**config.mk**
```make
export PLATFORM = sky130hd
export DESIGN_NAME = pip_ctrl
export DESIGN_NICKNAME = d
export VERILOG_FILES = /design/src/hw/rtl/pip_pkg.sv /design/src/hw/rtl/pip_ctrl.sv
export SDC_FILE = /design/constraint.sdc
export NUM_CORES = 1
export LEC_CHECK = 0
export BUFFER_PORTS_ARGS = -buffer_cell sky130_fd_sc_hd__buf_2
export CORE_ASPECT_RATIO = 1.1
export CORE_MARGIN = 8
export CORE_UTILIZATION = 29
export CTS_BUF_LIST = sky130_fd_sc_hd__clkbuf_8 sky130_fd_sc_hd__clkbuf_16
export DETAILED_ROUTE_END_ITERATION = 7
export PLACE_DENSITY_LB_ADDON = 0.15
export SETUP_SLACK_MARGIN = 0.02
export SYNTH_ARGS = -nofsm -noshare
export SYNTH_HDL_FRONTEND = slang
export SYNTH_SLANG_ARGS = --single-unit
```
**constraint.sdc**
```tcl
create_clock -name clk -period 7.3 [get_ports clk]
set_clock_uncertainty 0.1 [all_clocks]
set_input_delay 1.46 -clock clk [delete_from_list [all_inputs] [get_ports clk]]
set_output_delay 1.46 -clock clk [all_outputs]
set_load 0.02 [all_outputs]
```
**src/hw/rtl/pip_pkg.sv**
```systemverilog
// shared constants, codes and controller/datapath interface types for the point-in-polygon block
`timescale 1ns / 1ps

package pip_pkg;

    localparam int MAX_VERTICES = 1024;
    localparam int COORD_W      = 32;
    localparam int AW           = $clog2(MAX_VERTICES);
    localparam int CNT_W        = $clog2(MAX_VERTICES + 1);
    localparam int CROSS_W      = 11;
    localparam int TOT_W        = (CNT_W > CROSS_W) ? CNT_W : CROSS_W;
    localparam int DIFF_W       = COORD_W + 1;
    localparam int PROD_W       = 2 * DIFF_W;
    localparam int VTX_W        = 2 * COORD_W + 1;

    localparam logic [CROSS_W-1:0] CROSS_MAX = '1;

    typedef enum logic [1:0] {
        ACT_LOAD  = 2'd0,
        ACT_QUERY = 2'd1,
        ACT_CLEAR = 2'd2
    } action_t;

    typedef struct packed {
        logic          wr_en;
        logic          rd_en;
        logic          start;
        logic          res_load;
        logic [AW-1:0] addr;
    } cmd_t;

    typedef struct packed {
        logic stall;
        logic busy;
    } sts_t;

endpackage

```
**src/hw/rtl/pip_ctrl.sv**
```systemverilog
// controller: transaction decode, vertex count, store walk sequencing and result handshake
`timescale 1ns / 1ps

module pip_ctrl (
    input  logic          clk,
    input  logic          rst_n,
    input  logic          req_valid,
    output logic          req_ready,
    input  logic [1:0]    action,
    output logic          res_valid,
    input  logic          res_ready,
    output logic          overflow,
    output pip_pkg::cmd_t cmd,
    input  pip_pkg::sts_t sts
);

    import pip_pkg::*;

    typedef enum logic [1:0] {
        S_IDLE,
        S_WALK,
        S_DRAIN,
        S_DONE
    } state_t;

    state_t           state_reg, state_next;
    logic [CNT_W-1:0] count_reg, count_next;
    logic [CNT_W-1:0] rd_cnt_reg, rd_cnt_next;
    logic [CNT_W-1:0] rd_cnt_inc;
    logic             ovf_reg, ovf_next;
    logic             res_valid_reg, res_valid_next;
    logic             res_ovf_reg, res_ovf_next;
    logic             accept;

    assign req_ready  = (state_reg == S_IDLE);
    assign accept     = req_valid && req_ready;
    assign rd_cnt_inc = rd_cnt_reg + CNT_W'(1);

    always_comb
    begin
        state_next     = state_reg;
        count_next     = count_reg;
        rd_cnt_next    = rd_cnt_reg;
        ovf_next       = ovf_reg;
        res_valid_next = res_valid_reg;
        res_ovf_next   = res_ovf_reg;
        cmd            = '0;
        cmd.addr       = count_reg[AW-1:0];

        if (res_valid_reg && res_ready)
        begin
            res_valid_next = 1'b0;
        end

        unique case (state_reg)
            S_IDLE:
            begin
                if (accept)
                begin
                    unique case (action_t'(action))
                        ACT_LOAD:
                        begin
                            if (count_reg < CNT_W'(MAX_VERTICES))
                            begin
                                cmd.wr_en  = 1'b1;
                                count_next = count_reg + CNT_W'(1);
                            end
                            else
                            begin
                                ovf_next = 1'b1;
                            end
                        end
                        ACT_QUERY:
                        begin
                            cmd.start   = 1'b1;
                            rd_cnt_next = '0;
                            state_next  = (count_reg == '0) ? S_DRAIN : S_WALK;
                        end
                        ACT_CLEAR:
                        begin
                            count_next = '0;
                            ovf_next   = 1'b0;
                        end
                        default:
                        begin
                        end
                    endcase
                end
            end
            S_WALK:
            begin
                cmd.rd_en = 1'b1;
                cmd.addr  = rd_cnt_reg[AW-1:0];
                if (!sts.stall)
                begin
                    rd_cnt_next = rd_cnt_inc;
                    if (rd_cnt_inc == count_reg)
                    begin
                        state_next = S_DRAIN;
                    end
                end
            end
            S_DRAIN:
            begin
                if (!sts.busy)
                begin
                    state_next = S_DONE;
                end
            end
            S_DONE:
            begin
                if (!res_valid_reg || res_ready)
                begin
                    cmd.res_load   = 1'b1;
                    res_valid_next = 1'b1;
                    res_ovf_next   = ovf_reg;
                    state_next     = S_IDLE;
                end
            end
            default:
            begin
                state_next = S_IDLE;
            end
        endcase
    end

    always_ff @(posedge clk or negedge rst_n)
    begin
        if (!rst_n)
        begin
            state_reg     <= S_IDLE;
            count_reg     <= '0;
            rd_cnt_reg    <= '0;
            ovf_reg       <= 1'b0;
            res_valid_reg <= 1'b0;
            res_ovf_reg   <= 1'b0;
        end
        else
        begin
            state_reg     <= state_next;
            count_reg     <= count_next;
            rd_cnt_reg    <= rd_cnt_next;
            ovf_reg       <= ovf_next;
            res_valid_reg <= res_valid_next;
            res_ovf_reg   <= res_ovf_next;
        end
    end

    assign res_valid = res_valid_reg;
    assign overflow  = res_ovf_reg;

endmodule

```
==> impl_metrics.tcl <==
set metrics [dict create \
    synthCells 214 \
    critical_path_class "primary input to primary output" \
    cts_htree_levels 1 \
    ys_ff_latch 27 \
    cp_num_buf_inv 2 \
    die_w_um 92.78 \
    synth_area_per_cell_um2 8.788 \
    grt_pass1_vias 1650 \
    diodes 0 \
    grt_pass1_wl_um 8211 \
    cp-start-kind "primary input" \
    relSlewSlack_pct 28.11 \
    fin_crit_ns 3.978 \
    busiest_layer "met2" \
    area_delta_synth_final_pct 11.24 \
    synth_flop_cell "dfrtp_1" \
    firstDrtPassIters 4 \
    synthDistinctLibCells 45 \
    synth_edf_count 0 \
    preCtsSetupSlack_ns 3.296 \
    path_clk_slew_ns 0.09 \
    required_ns 5.74 \
    cts_resized 0 \
    setup_slack_ns 3.322 \
    hp-class "register to register" \
    cts_root_buf "clkbuf_8" \
    drv_slew 0 \
    nNetsFinal 245 \
    met1_usage_pct 13.40 \
    wl_per_cell_um 15.33 \
    status "finished clean" \
    drt_iter0_markers 65 \
    crit_slowest_cell "nor4_1" \
    min_period_over_period_pct 54.49 \
    path_delay_family "simple AND/OR/NAND/NOR gates" \
    post_cts_buffers 0 \
    clkSinkCount 27 \
    cts_buffers 3 \
    fin_area_um2 2092 \
    grt_usage_pct 10.91 \
    placed_cell_area_um2 2046 \
    grt_max_degree 28 \
    arrival_ns 2.42 \
    use_met3_pct 1.267 \
    worstSetupEndpointType "primary output" \
    fmax_mhz 251.4 \
    rows 30 \
    cp_cell_sequence "buf_2 > nand2_1 > nor4_1 > buf_2" \
    drive_gt1_share_pct 18.78 \
    path_max_fanout 5 \
    netlist_area_um2 1881 \
    grtUsageMet2_pct 18.75 \
    grt_remaining_overflow 0 \
    portBuffers 24 \
    antenna_found_initial 0 \
    die_y_um 100.5 \
    core_area_um2 6231 \
    drc 0 \
    cts_tree "yes" \
    r2r_cells 7 \
    drv_cap 0 \
    regArea_um2 675.6 \
    hpwl_um 3538 \
    setup_viol 0 \
    crit_top_cell "buf_2" \
    cts_hold_buf 0 \
    gp_congestion 0.7588 \
    utilization_pct 33.57 \
    synth_seq_area_share_pct 35.93 \
    ys_warn_count 0 \
    cp_num_cells 4 \
    ir_drop_mv 0.07644 \
    hold_depth 1 \
    rsz0062_at_grt "false" \
    cts_max_path_buffers 2 \
    ant_nets 0 \
    vias 1574 \
    slowest_delay_ns 0.48 \
    hold_violations 0 \
    insertion_delay_ns 0.28 \
    total_power_w 0.0006119 \
    multi_input_area_um2 1116 \
    fin_setup_tns_ns 0 \
    wirelength_um 4737 \
    tightest_slew_ns 1.070 \
    fillCellCount 696 \
    total_leakage_power_nw 0.9552 \
    avgViaCountPerCell 5.094 \
    async_reset_ff_share_pct 100.0 \
    die_area_um2 9320 \
    io_pins 25 \
    powerDensity_nw_per_um2 292.5 \
    initial_core_util_pct 30.18 \
    syn_nets 229 \
]
-- cell usage after synthesis, types with 4 or more instances --
cell type,n,share of area [%]
nand4_1,7,2.3
nand3_1,9,2.4
o21ai_0,23,6.1
mux2_2,9,5.4
dfrtp_1,27,36
inv_1,7,1.4
and3_1,5,1.7
a21oi_1,7,1.9
nor2_1,17,3.4
xor2_1,10,4.7
nand2b_1,4,1.3
clkbuf_1,8,1.6
nor3_1,6,1.6
nand2_1,16,3.2
xnor2_1,9,4.2
ha_1,7,4.7
-- metrics by stage --
step,hold slack (ns),cells
3_3_place_gp,0.3840,305
6_report,0.3944,309
3_5_place_dp,0.3831,305
5_1_grt,0.4228,309
4_1_cts,0.3996,309
2_1_floorplan,0.3570,214
-- cells in the final DEF (no fill, tap or decap), types with 2 or more instances in the layout --
master / count
clkbuf_8: 3
a21oi_1: 7
nor2_1: 17
nand2b_1: 4
dfrtp_1: 27
nor4b_1: 3
o21ai_1: 3
o41ai_1: 2
or3_1: 2
nor4_1: 2
nand3b_1: 2
and4_1: 2
nand2_1: 16
buf_2: 24
nor3_1: 6
and3_1: 5
o31ai_1: 3
inv_1: 7
xnor2_1: 9
o21ai_0: 23
mux2_2: 9
nand4_1: 7
ha_1: 7
nand3_1: 9
xor2_1: 10
-- cell families after synthesis --
logic type	count (synthesis)	share of synthesized area [%]
mux	11	6.520
xor+xnor	19	8.849
buf+inv	21	4.724
simple gates	82	23.35
compound gates	47	15.97
flops	27	35.93
fa+ha+maj	7	4.657
-- worst paths after layout --
path | startpoint | endpoint | slack, ns
max in group asynchronous | rst_n | state_reg[0] | 5.58
min reg2reg | rd_cnt_reg[10] | rd_cnt_reg[10] | 0.39
max reg2reg | state_reg[1] | state_reg[1] | 4.26
max | req_valid | cmd[13] | 3.32
min in group asynchronous | rst_n | rd_cnt_reg[4] | 1.09
min | rd_cnt_reg[10] | rd_cnt_reg[10] | 0.39
-- report_power, final --
part	internal (W)	total [W]	leakage, nW	switching [W]
combinational	0.000127	0.000311	0.562	0.000184
clock	0.0000383	0.0000881	0.0255	0.0000498
sequential	0.000173	0.000213	0.368	0.0000399
-- cell type report --
class | instances | share of cell area [%]
clock buffer | 3 | 1.974
clock inverter | 1 | 0.2392
inverter | 7 | 1.256
multi-input combinational | 166 | 53.35
sequential | 27 | 32.30
tap | 80 | 4.785
timing repair buffer | 25 | 6.100
-- per-layer routing --
metal	share of wire (%)	up-vias
li1	-	798
met1	47	756
met2	49	16
met3	2.2	4
met4	1.3	0
met5	0	-
(Power assumes the default switching activity.)
